## config.mk

```make
export PLATFORM = sky130hd
export DESIGN_NAME = utf8_char_decoder_validator_top
export DESIGN_NICKNAME = d
export VERILOG_FILES = /design/src/rtl/utf8cdv_pkg.sv /design/src/rtl/utf8cdv_lane.sv /design/src/rtl/utf8cdv_merge.sv /design/src/rtl/utf8_char_decoder_validator_top.sv
export SDC_FILE = /design/constraint.sdc
export NUM_CORES = 1
export LEC_CHECK = 0
export ABC_AREA = 1
export BUFFER_PORTS_ARGS = -buffer_cell sky130_fd_sc_hd__buf_4
export CAP_MARGIN = 10
export CORE_MARGIN = 2
export CORE_UTILIZATION = 28
export CTS_BUF_LIST = sky130_fd_sc_hd__clkbuf_4 sky130_fd_sc_hd__clkbuf_8
export CTS_CLUSTER_DIAMETER = 30
export DETAILED_ROUTE_END_ITERATION = 7
export PLACE_DENSITY_LB_ADDON = 0.2
export SLEW_MARGIN = 10
export SYNTH_ARGS = -nofsm -noshare
export SYNTH_HDL_FRONTEND = slang
export SYNTH_SLANG_ARGS = --single-unit
```

## constraint.sdc

```tcl
create_clock -name clk -period 3.5 [get_ports clk]
set_input_delay 0.175 -clock clk [delete_from_list [all_inputs] [get_ports clk]]
set_output_delay 0.175 -clock clk [all_outputs]
set_load 0.02 [all_outputs]
```

## src/rtl/utf8cdv_pkg.sv

```systemverilog
// ----------------------------------------------------------------------------
// utf8cdv_pkg
// Shared types and constants for the UTF-8 character decoder / validator.
// ----------------------------------------------------------------------------
package utf8cdv_pkg;

  localparam int NUM_LANES = 4;

  localparam logic [20:0] CP_LIMIT = 21'h10FFFF;

  typedef enum logic [2:0] {
    ST_OK         = 3'd0,
    ST_BAD_LEAD   = 3'd1,
    ST_SHORT      = 3'd2,
    ST_TOO_LONG   = 3'd3,
    ST_OVERLONG   = 3'd4,
    ST_SURROGATE  = 3'd5,
    ST_OVER_LIMIT = 3'd6
  } status_t;

  // what one lane reports about its byte
  typedef struct packed {
    logic       cont;
    logic [5:0] bits;
  } lane_info_t;

  typedef struct packed {
    logic [20:0] code_point;
    logic [2:0]  char_length;
    status_t     status;
  } result_t;

endpackage

```

## src/rtl/utf8cdv_lane.sv

```systemverilog
// ----------------------------------------------------------------------------
// utf8cdv_lane
// One byte lane: continuation test and payload extraction.
// ----------------------------------------------------------------------------
module utf8cdv_lane
  import utf8cdv_pkg::*;
(
  input  logic [7:0] data,
  output lane_info_t info
);

  assign info.cont = (data[7:6] == 2'b10);
  assign info.bits = data[5:0];

endmodule

```

## src/rtl/utf8cdv_merge.sv

```systemverilog
// ----------------------------------------------------------------------------
// utf8cdv_merge
// Lead byte classification and merge of the lane results into one
// code point, length and status.
// ----------------------------------------------------------------------------
module utf8cdv_merge
  import utf8cdv_pkg::*;
(
  input  logic [7:0] lead,
  input  logic [7:0] second,
  input  lane_info_t lanes [1:NUM_LANES],
  output result_t    res
);

  logic [2:0]  n;
  logic [2:0]  got;
  logic [20:0] cp;
  logic        run;
  logic        too_long;

  always_comb begin
    if (!lead[7]) begin
      n = 3'd1;
    end else if (lead[7:5] == 3'b110) begin
      n = 3'd2;
    end else if (lead[7:4] == 4'b1110) begin
      n = 3'd3;
    end else if (lead[7:3] == 5'b11110) begin
      n = 3'd4;
    end else begin
      n = 3'd0;
    end
  end

  always_comb begin
    case (n)
      3'd2:    cp = {16'd0, lead[4:0]};
      3'd3:    cp = {17'd0, lead[3:0]};
      3'd4:    cp = {18'd0, lead[2:0]};
      default: cp = '0;
    endcase
    run = 1'b1;
    got = 3'd1;
    // fold continuation bytes until the first non-continuation
    for (int i = 1; i < NUM_LANES; i++) begin
      if (i < int'(n) && run && lanes[i].cont) begin
        cp  = {cp[14:0], lanes[i].bits};
        got = got + 3'd1;
      end else begin
        run = 1'b0;
      end
    end
  end

  // byte right after a complete character
  always_comb begin
    case (n)
      3'd2:    too_long = lanes[2].cont;
      3'd3:    too_long = lanes[3].cont;
      3'd4:    too_long = lanes[4].cont;
      default: too_long = 1'b0;
    endcase
  end

  always_comb begin
    res.code_point  = cp;
    res.char_length = n;
    res.status      = ST_OK;
    if (n == 3'd1) begin
      res.code_point = {13'd0, lead};
    end else if (n == 3'd0) begin
      res.code_point  = '0;
      res.char_length = 3'd1;
      res.status      = ST_BAD_LEAD;
    end else if (got < n) begin
      res.char_length = got;
      res.status      = ST_SHORT;
    end else if (too_long) begin
      res.status = ST_TOO_LONG;
    end else if (lead == 8'hC0 || lead == 8'hC1 ||
                 (lead == 8'hE0 && second < 8'hA0) ||
                 (lead == 8'hF0 && second < 8'h90)) begin
      res.status = ST_OVERLONG;
    end else if (lead == 8'hED && second >= 8'hA0) begin
      res.status = ST_SURROGATE;
    end else if (cp > CP_LIMIT) begin
      res.status = ST_OVER_LIMIT;
    end
  end

endmodule

```

## src/rtl/utf8_char_decoder_validator_top.sv

```systemverilog
// ----------------------------------------------------------------------------
// utf8_char_decoder_validator_top
// Decodes and validates one UTF-8 character per request from a five-byte
// window.
//
//   channel | handshake           | payload
//   --------+---------------------+------------------------------------------
//   in      | in_valid / in_stall | first_byte .. fifth_byte
//   out     | out_valid/out_stall | code_point, char_length, status
//
// One request per cycle sustained while out_stall is low; each result is registered.
// Four byte lanes and the merge logic are combinational ahead of the output
// register; a one-entry skid register lets a request in while a result waits.
// in_stall rises only when both the output and skid registers are full.
// rst (synchronous) clears the valid flags only.
// ----------------------------------------------------------------------------
module utf8_char_decoder_validator_top
  import utf8cdv_pkg::*;
(
  input  logic        clk,
  input  logic        rst,
  input  logic        in_valid,
  output logic        in_stall,
  input  logic [7:0]  first_byte,
  input  logic [7:0]  second_byte,
  input  logic [7:0]  third_byte,
  input  logic [7:0]  fourth_byte,
  input  logic [7:0]  fifth_byte,
  output logic        out_valid,
  input  logic        out_stall,
  output logic [20:0] code_point,
  output logic [2:0]  char_length,
  output logic [2:0]  status
);

  lane_info_t lanes [1:NUM_LANES];
  logic [7:0] lane_bytes [1:NUM_LANES];
  result_t    res_new;
  result_t    out_res;
  result_t    skid_res;
  logic       skid_valid;
  logic       accept;
  logic       take;

  assign lane_bytes[1] = second_byte;
  assign lane_bytes[2] = third_byte;
  assign lane_bytes[3] = fourth_byte;
  assign lane_bytes[4] = fifth_byte;

  for (genvar g = 1; g <= NUM_LANES; g++) begin : g_lane
    utf8cdv_lane u_lane (
      .data (lane_bytes[g]),
      .info (lanes[g])
    );
  end

  utf8cdv_merge u_merge (
    .lead   (first_byte),
    .second (second_byte),
    .lanes  (lanes),
    .res    (res_new)
  );

  assign in_stall = skid_valid;
  assign accept   = in_valid && !skid_valid;
  assign take     = out_valid && !out_stall;

  always_ff @(posedge clk) begin
    if (rst) begin
      out_valid  <= 1'b0;
      skid_valid <= 1'b0;
    end else if (take || !out_valid) begin
      out_valid  <= skid_valid || accept;
      skid_valid <= 1'b0;
    end else if (accept) begin
      skid_valid <= 1'b1;
    end
  end

  always_ff @(posedge clk) begin
    if (take || !out_valid) begin
      out_res <= skid_valid ? skid_res : res_new;
    end else if (accept) begin
      skid_res <= res_new;
    end
  end

  assign code_point  = out_res.code_point;
  assign char_length = out_res.char_length;
  assign status      = out_res.status;

  a_skid_implies_out: assert property (@(posedge clk) disable iff (rst)
    skid_valid |-> out_valid)
    else $error("skid entry held with empty output register");

  a_len_range: assert property (@(posedge clk) disable iff (rst)
    out_valid |-> (char_length >= 3'd1 && char_length <= 3'd4))
    else $error("char_length out of range");

  a_bad_lead: assert property (@(posedge clk) disable iff (rst)
    (out_valid && status == ST_BAD_LEAD) |-> (code_point == '0 && char_length == 3'd1))
    else $error("bad lead result malformed");

  a_fill: assert property (@(posedge clk) disable iff (rst)
    (accept && !out_valid) |=> out_valid)
    else $error("accepted request did not reach output register");

endmodule
```

==> results of run 1 <==
[layout make-up]
cell class / instances / area (sq um)
clock buffer: 6 / 76.3
clock inverter: 2 / 35.0
fill: 1096 / 6570
inverter: 35 / 131
multi-input combinational: 226 / 1130
sequential: 56 / 1660
tap: 136 / 170
timing repair buffer: 73 / 548
[worst max path at each step]
| stage | from | to | slack [ns] | cells past startpoint |
|---|---|---|---|---|
| floorplan | out_valid | skid_res[0] | 0.72 | 2 |
| global placement | first_byte[7] | char_length[0] | 0.40 | 20 |
| detailed placement | first_byte[7] | char_length[0] | 0.28 | 20 |
| CTS | first_byte[7] | char_length[0] | 0.60 | 20 |
| global route | first_byte[7] | status[2] | 0.30 | 20 |
| finish | first_byte[7] | char_length[0] | 0.56 | 20 |
[power by group]
group | total (uW) | switching, uW | internal [uW]
Clock | 425 | 204 | 221
Combinational | 210 | 125 | 85.2
Sequential | 780 | 9.37 | 771
Total | 1420 | 339 | 1080
[cells in the mapped netlist (all sizes together)]
master   instances  area share
a21boi           1      0.0038
a21oi            7       0.013
a31oi            2      0.0042
and2             1      0.0021
buf              7       0.016
clkbuf           5      0.0063
dfxtp            2       0.013
edfxtp          54        0.54
ha               5       0.021
inv             35       0.044
nand2          119        0.16
nand3           15       0.027
nand3b           3      0.0075
nor2            17       0.028
nor3             5       0.010
nor4             1      0.0021
o2111ai          2      0.0059
o211ai           2      0.0067
o21a             3      0.0075
o21ai           34       0.058
o221ai           4       0.012
o22ai            2      0.0042
or2              3      0.0063
[per-layer routing]
layer  global-route usage  vias to the layer above  share of wire  wire (um)
met5                    0                        -              0          0
met4               0.0343                        0          0.015        111
met3               0.0351                        8          0.066        499
met2                0.212                       68           0.46       3490
met1                0.177                     1092           0.45       3420
li1                     -                     1244              -          -
[metrics by stage]
step	total power (uW)	hold WS (ns)	instances
finish	1420	0.0201	534
global route	1480	0.00690	534
floorplan	904	0.244	329
detailed placement	1010	0.345	526
CTS	1430	0.00808	534
global placement	1010	0.343	526
[worst reg2reg max path: cells and delay by family (launching register included)]
family	cells	cell delay [ns]
buf+inv	3	0.70
flops	1	0.31
simple gates	2	0.13
[kinds of logic after synthesis]
logic type / share of synthesized area
flip-flops: 0.556
AND/OR/NAND/NOR: 0.241
buffers and inverters: 0.0666
AO/OA/AOI/OAI: 0.115
adder cells (fa/ha/maj): 0.0209
[state kept, by name, summed over array words and instances (netlist names)]
name and cells:
status 3, in_stall 1, out_valid 1, code_point 21
char_length 3, skid_res 27
==> impl_metrics.json, run 1 <==
{
  "layout_common_cells": "113 x nand2_1, 73 x buf_4, 54 x edfxtp_1",
  "critical_path_buf_inv_count": 4,
  "vias": 2412,
  "holdPathStages": 2,
  "finalWorstPathRequiredPeriod_ns": 2.94,
  "max_freq_mhz": 340,
  "cp_max_fo": 19,
  "cp.required_ns": 3.57,
  "syn_inst": 329,
  "globalplace.congestion": 0.894,
  "path_class": "in -> reg",
  "drv_cap": 0,
  "yosys_warnings": 0,
  "grt_usage": 0.132,
  "io_pins": 73,
  "cts.htree.levels": 2,
  "dr.pass1.iters": 4,
  "drc": 0,
  "rsz0062_at_grt": "no",
  "fin_ws_ns": 0.558,
  "cts_setup_buffers": 0,
  "antenna_found_initial": 0,
  "start_kind": "input port",
  "placed_area_sq_um": 3640,
  "slew_headroom": 0.733,
  "leakage_uw": 0.00170,
  "die_y_um": 107,
  "die_area_sq_um": 11500,
  "cts_buffer_depth": 2,
  "post-dp-hpwl_mm": 5.61,
  "ys_seq_elements": 56,
  "hold_path.startpoint": "rst",
  "arrival_ns": 3.01,
  "pre_cts_slack_ns": 0.278,
  "vias_per_cell": 4.52,
  "finClkSkew_ns": 0.00588,
  "grt_pass1_vias": 2245,
  "cts_repair_resize_count": 0,
  "cts-buffers-inserted": 5,
  "synth_area_per_cell_sq_um": 9.08,
  "slowest_delay_ns": 0.32,
  "setup_violations": 0,
  "clkLatencyLatePin_ns": 0.30,
  "synthesis.nets": 378,
  "post_drt_wl_per_cell_um": 14.1,
  "crit_family": "simple AND/OR/NAND/NOR gates",
  "path_cells": "buf_4 -> nand2_2 -> inv_2 -> nand2_2 -> nand2_4 -> inv_1 -> nand2_4 -> inv_2 -> ha_1 -> nand3_1 -> nor2_4 -> or2_2 -> o21ai_1 -> ha_1 -> a21oi_1 -> nand2_2 -> nand2_1 -> nand3_1 -> nand2_1 -> nand2_1",
  "cts_hold_buf": 0,
  "fin_util": 0.363,
  "min_to": "out_valid",
  "final-hold-violation-count": 0,
  "cellPowerDensity_nw_per_um2": 377,
  "fin_tns_setup_ns": 0,
  "syn-cell-area_sq_um": 2990,
  "numPortBuffers": 66,
  "cts_tree": "done",
  "worstReg2RegEnd": "skid_res[26]",
  "cp_slowest_cell": "a21oi_1",
  "die_x_um": 107,
  "crit_path_end_kind": "flip-flop",
  "clk_pin_slew_ns": 0.10,
  "cts_root_buffer": "clkbuf_8",
  "hp-class": "in -> reg",
  "reg2reg_depth": 5,
  "drt-total-wl_mm": 7.52,
  "drive_above_1_share": 0.261,
  "status": "completed",
  "reg2reg_slack_ns": 2.02,
  "cts.sinks": 56,
  "grt_first_pass_wirelength_mm": 11.7,
  "rows": 37,
  "antenna_cells": 0,
  "coreArea_sq_um": 10300,
  "post-route-period-util": 0.840,
  "worst_ir_drop_vdd_mv": 0.137,
  "mostFrequentLayoutCell": "nand2_1",
  "synth_cell_types": 38,
  "nets": 446,
  "stdcell_area_sq_um": 3750,
  "timing.rr.start": "in_stall",
  "postRouteAntennaNets": 0,
  "grt_overflow_total": 0,
  "start_util": 0.289,
  "tightest_slew_ns": 0.401,
  "yosysSeqAreaShare": 0.556,
  "maxSlewViolCount": 0,
  "syn2layout_area_growth_pct": 25.6,
  "grt_start_max_net_pins": 38,
  "first_iter_violations": 118
}
(Power assumes the default switching activity.)
==> run 2, diff against run 1 <==
==> constraint.sdc (replaced) <==
create_clock -name clk -period 2.8 [get_ports clk]
set_input_delay 0.14 -clock clk [delete_from_list [all_inputs] [get_ports clk]]
set_output_delay 0.14 -clock clk [all_outputs]
set_load 0.02 [all_outputs]
==> run 2 against run 1 <==
  * Die area unchanged
  * Clock power increased by 11%
  * Hold slack improved by 0.081 ns
  * Total power increased by 21%
  * First-iteration DRC count increased by 21%
  * Worst setup slack got worse by 0.15 ns
  * Critical path type unchanged
  * Sequential power increased by 25%
  * Flip-flop and latch count unchanged
  * Critical path depth unchanged
==> impl_metrics.json, run 2 (synthesis gave the netlist of run 1 again) <==
{
  "status": "completed",
  "nets": 453,
  "grt_start_max_net_pins": 37,
  "start_util": 0.289,
  "die_y_um": 107,
  "stdcell_count": 541,
  "grt_overflow_total": 0,
  "met1_usage": 0.183,
  "max_freq_mhz": 419,
  "intPower_uw": 1290,
  "clkLatencyLatePin_ns": 0.31,
  "antenna_found_initial": 0,
  "pre_cts_slack_ns": 0.0801,
  "cts_tree": "done",
  "cp.required_ns": 2.87,
  "post-dp-hpwl_mm": 5.73,
  "worstSetupStartpoint": "first_byte[7]",
  "grt_util_met3": 0.0297,
  "drv_cap": 0,
  "io_pins": 73,
  "fin_ws_ns": 0.413,
  "dr.pass1.iters": 5,
  "finalWorstPathRequiredPeriod_ns": 2.39,
  "fin_util": 0.368,
  "vias": 2401,
  "cts_setup_buffers": 0,
  "tightest_slew_ns": 0.800,
  "setup_violations": 0,
  "cts_repair_resize_count": 0,
  "numPortBuffers": 66,
  "n_fill_cell": 1081,
  "regMostFlops": "skid_res",
  "largest_reg_flops": 27,
  "maxSlewViolCount": 0,
  "postRouteAntennaNets": 0,
  "crit_path_end_kind": "flip-flop",
  "grtUsageMet2": 0.221,
  "syn2layout_area_growth_pct": 27.1,
  "post_drt_wl_per_cell_um": 14.0,
  "die_area_sq_um": 11500,
  "clk_pin_slew_ns": 0.10,
  "path_class": "in -> reg",
  "hp-class": "in -> reg",
  "vias_per_cell": 4.44,
  "final-hold-violation-count": 0,
  "drc": 0,
  "post-route-period-util": 0.853,
  "p_sw_uw": 427,
  "place_inst": 532,
  "sw_frac_of_total": 0.249,
  "cellPowerDensity_nw_per_um2": 451,
  "fin_tns_setup_ns": 0,
  "timing.rr.start": "in_stall",
  "p_comb_frac": 0.157,
  "cts-buffers-inserted": 5,
  "cts.htree.levels": 2,
  "antenna_cells": 0,
  "slew_headroom": 0.465,
  "grt_first_pass_wirelength_mm": 11.8,
  "multiInputGateArea_sq_um": 1130,
  "rsz0062_at_grt": "no",
  "globalplace.congestion": 0.893,
  "cts.sinks": 56,
  "regArea_sq_um": 1660,
  "mostFrequentLayoutCell": "nand2_1",
  "cp_max_fo": 6,
  "drive_above_1_share": 0.272,
  "grt_usage": 0.135,
  "grt_busiest_layer": "met2",
  "p_seq_frac": 0.569,
  "power_frac_clock": 0.274,
  "start_kind": "input port",
  "worst_ir_drop_vdd_mv": 0.159,
  "die_x_um": 107,
  "rows": 37,
  "cts_buffer_depth": 2,
  "cts_root_buffer": "clkbuf_8",
  "finClkSkew_ns": 0.00354,
  "hold_path.startpoint": "in_valid",
  "first_iter_violations": 143,
  "grt_pass1_vias": 2264,
  "arrival_ns": 2.46,
  "drt-total-wl_mm": 7.55,
  "leakage_uw": 0.00173,
  "coreArea_sq_um": 10300,
  "layout_common_cells": "113 x nand2_1, 79 x buf_4, 54 x edfxtp_1"
}
## run 2: cell types whose count changed in the layout (fill, tap and decap cells not counted), sizes merged
| cell | before | now |
|---|---|---|
| clkbuf | 6 | 7 |
| buf | 73 | 79 |
| clkinv | 1 | 0 |
| dlygate4sd3 | 0 | 1 |
| clkinvlp | 0 | 1 |
| bufinv | 1 | 0 |
## run 2: final timing paths
path	cells after the start	endpoint	slack, ns
max	20	char_length[0]	0.41
min	3	out_valid	0.10
max reg2reg	4	skid_res[6]	1.05
min reg2reg	2	code_point[6]	0.52
## run 2: cell type report
class,instances,area share
flip-flops and latches,56,0.438
repair buffers,80,0.159
clock inverters,1,0.00198
inverters,35,0.0346
clock buffers,7,0.0237
well taps,136,0.0448
multi-input cells,226,0.299
## run 2: power groups by stage
stage,clock [uW],sequential [uW],combinational [uW]
after CTS,485,976,273
after floorplan,0,1040,92.0
after detailed placement,0,995,271
after global placement,0,994,271
final,470,975,269
after global routing,518,979,296
## run 2: routing by layer
metal	part of all wire	up-vias
met3	0.057	6
met5	0	-
li1	-	1252
met2	0.47	62
met1	0.46	1081
met4	0.0085	0
## run 2: worst max-delay path, stage by stage
cell     delay, ns
buf_4         0.14
nand2_2       0.10
inv_2         0.05
nand2_2       0.11
nand2_4       0.05
inv_1         0.12
nand2_4       0.06
inv_2         0.05
ha_1          0.15
nand3_1       0.13
nor2_4        0.19
or2_2         0.13
o21ai_1       0.08
ha_1          0.21
a21oi_1       0.29
nand2_2       0.15
nand2_1       0.08
nand3_1       0.09
nand2_1       0.07
nand2_1       0.05
## run 2: stage by stage
step	hold slack [ns]	power (uW)	instance area, sq um
2_1_floorplan	0.209	1130	2990
3_3_place_gp	0.308	1260	3690
3_5_place_dp	0.310	1270	3690
4_1_cts	0.0932	1730	3800
5_1_grt	0.102	1790	3800
6_report	0.102	1710	3800
## run 2: what timing repair did
item	in CTS	in global routing
endpoints found under the hold margin	2	0
setup endpoints to repair	0	0
hold buffers	1	0
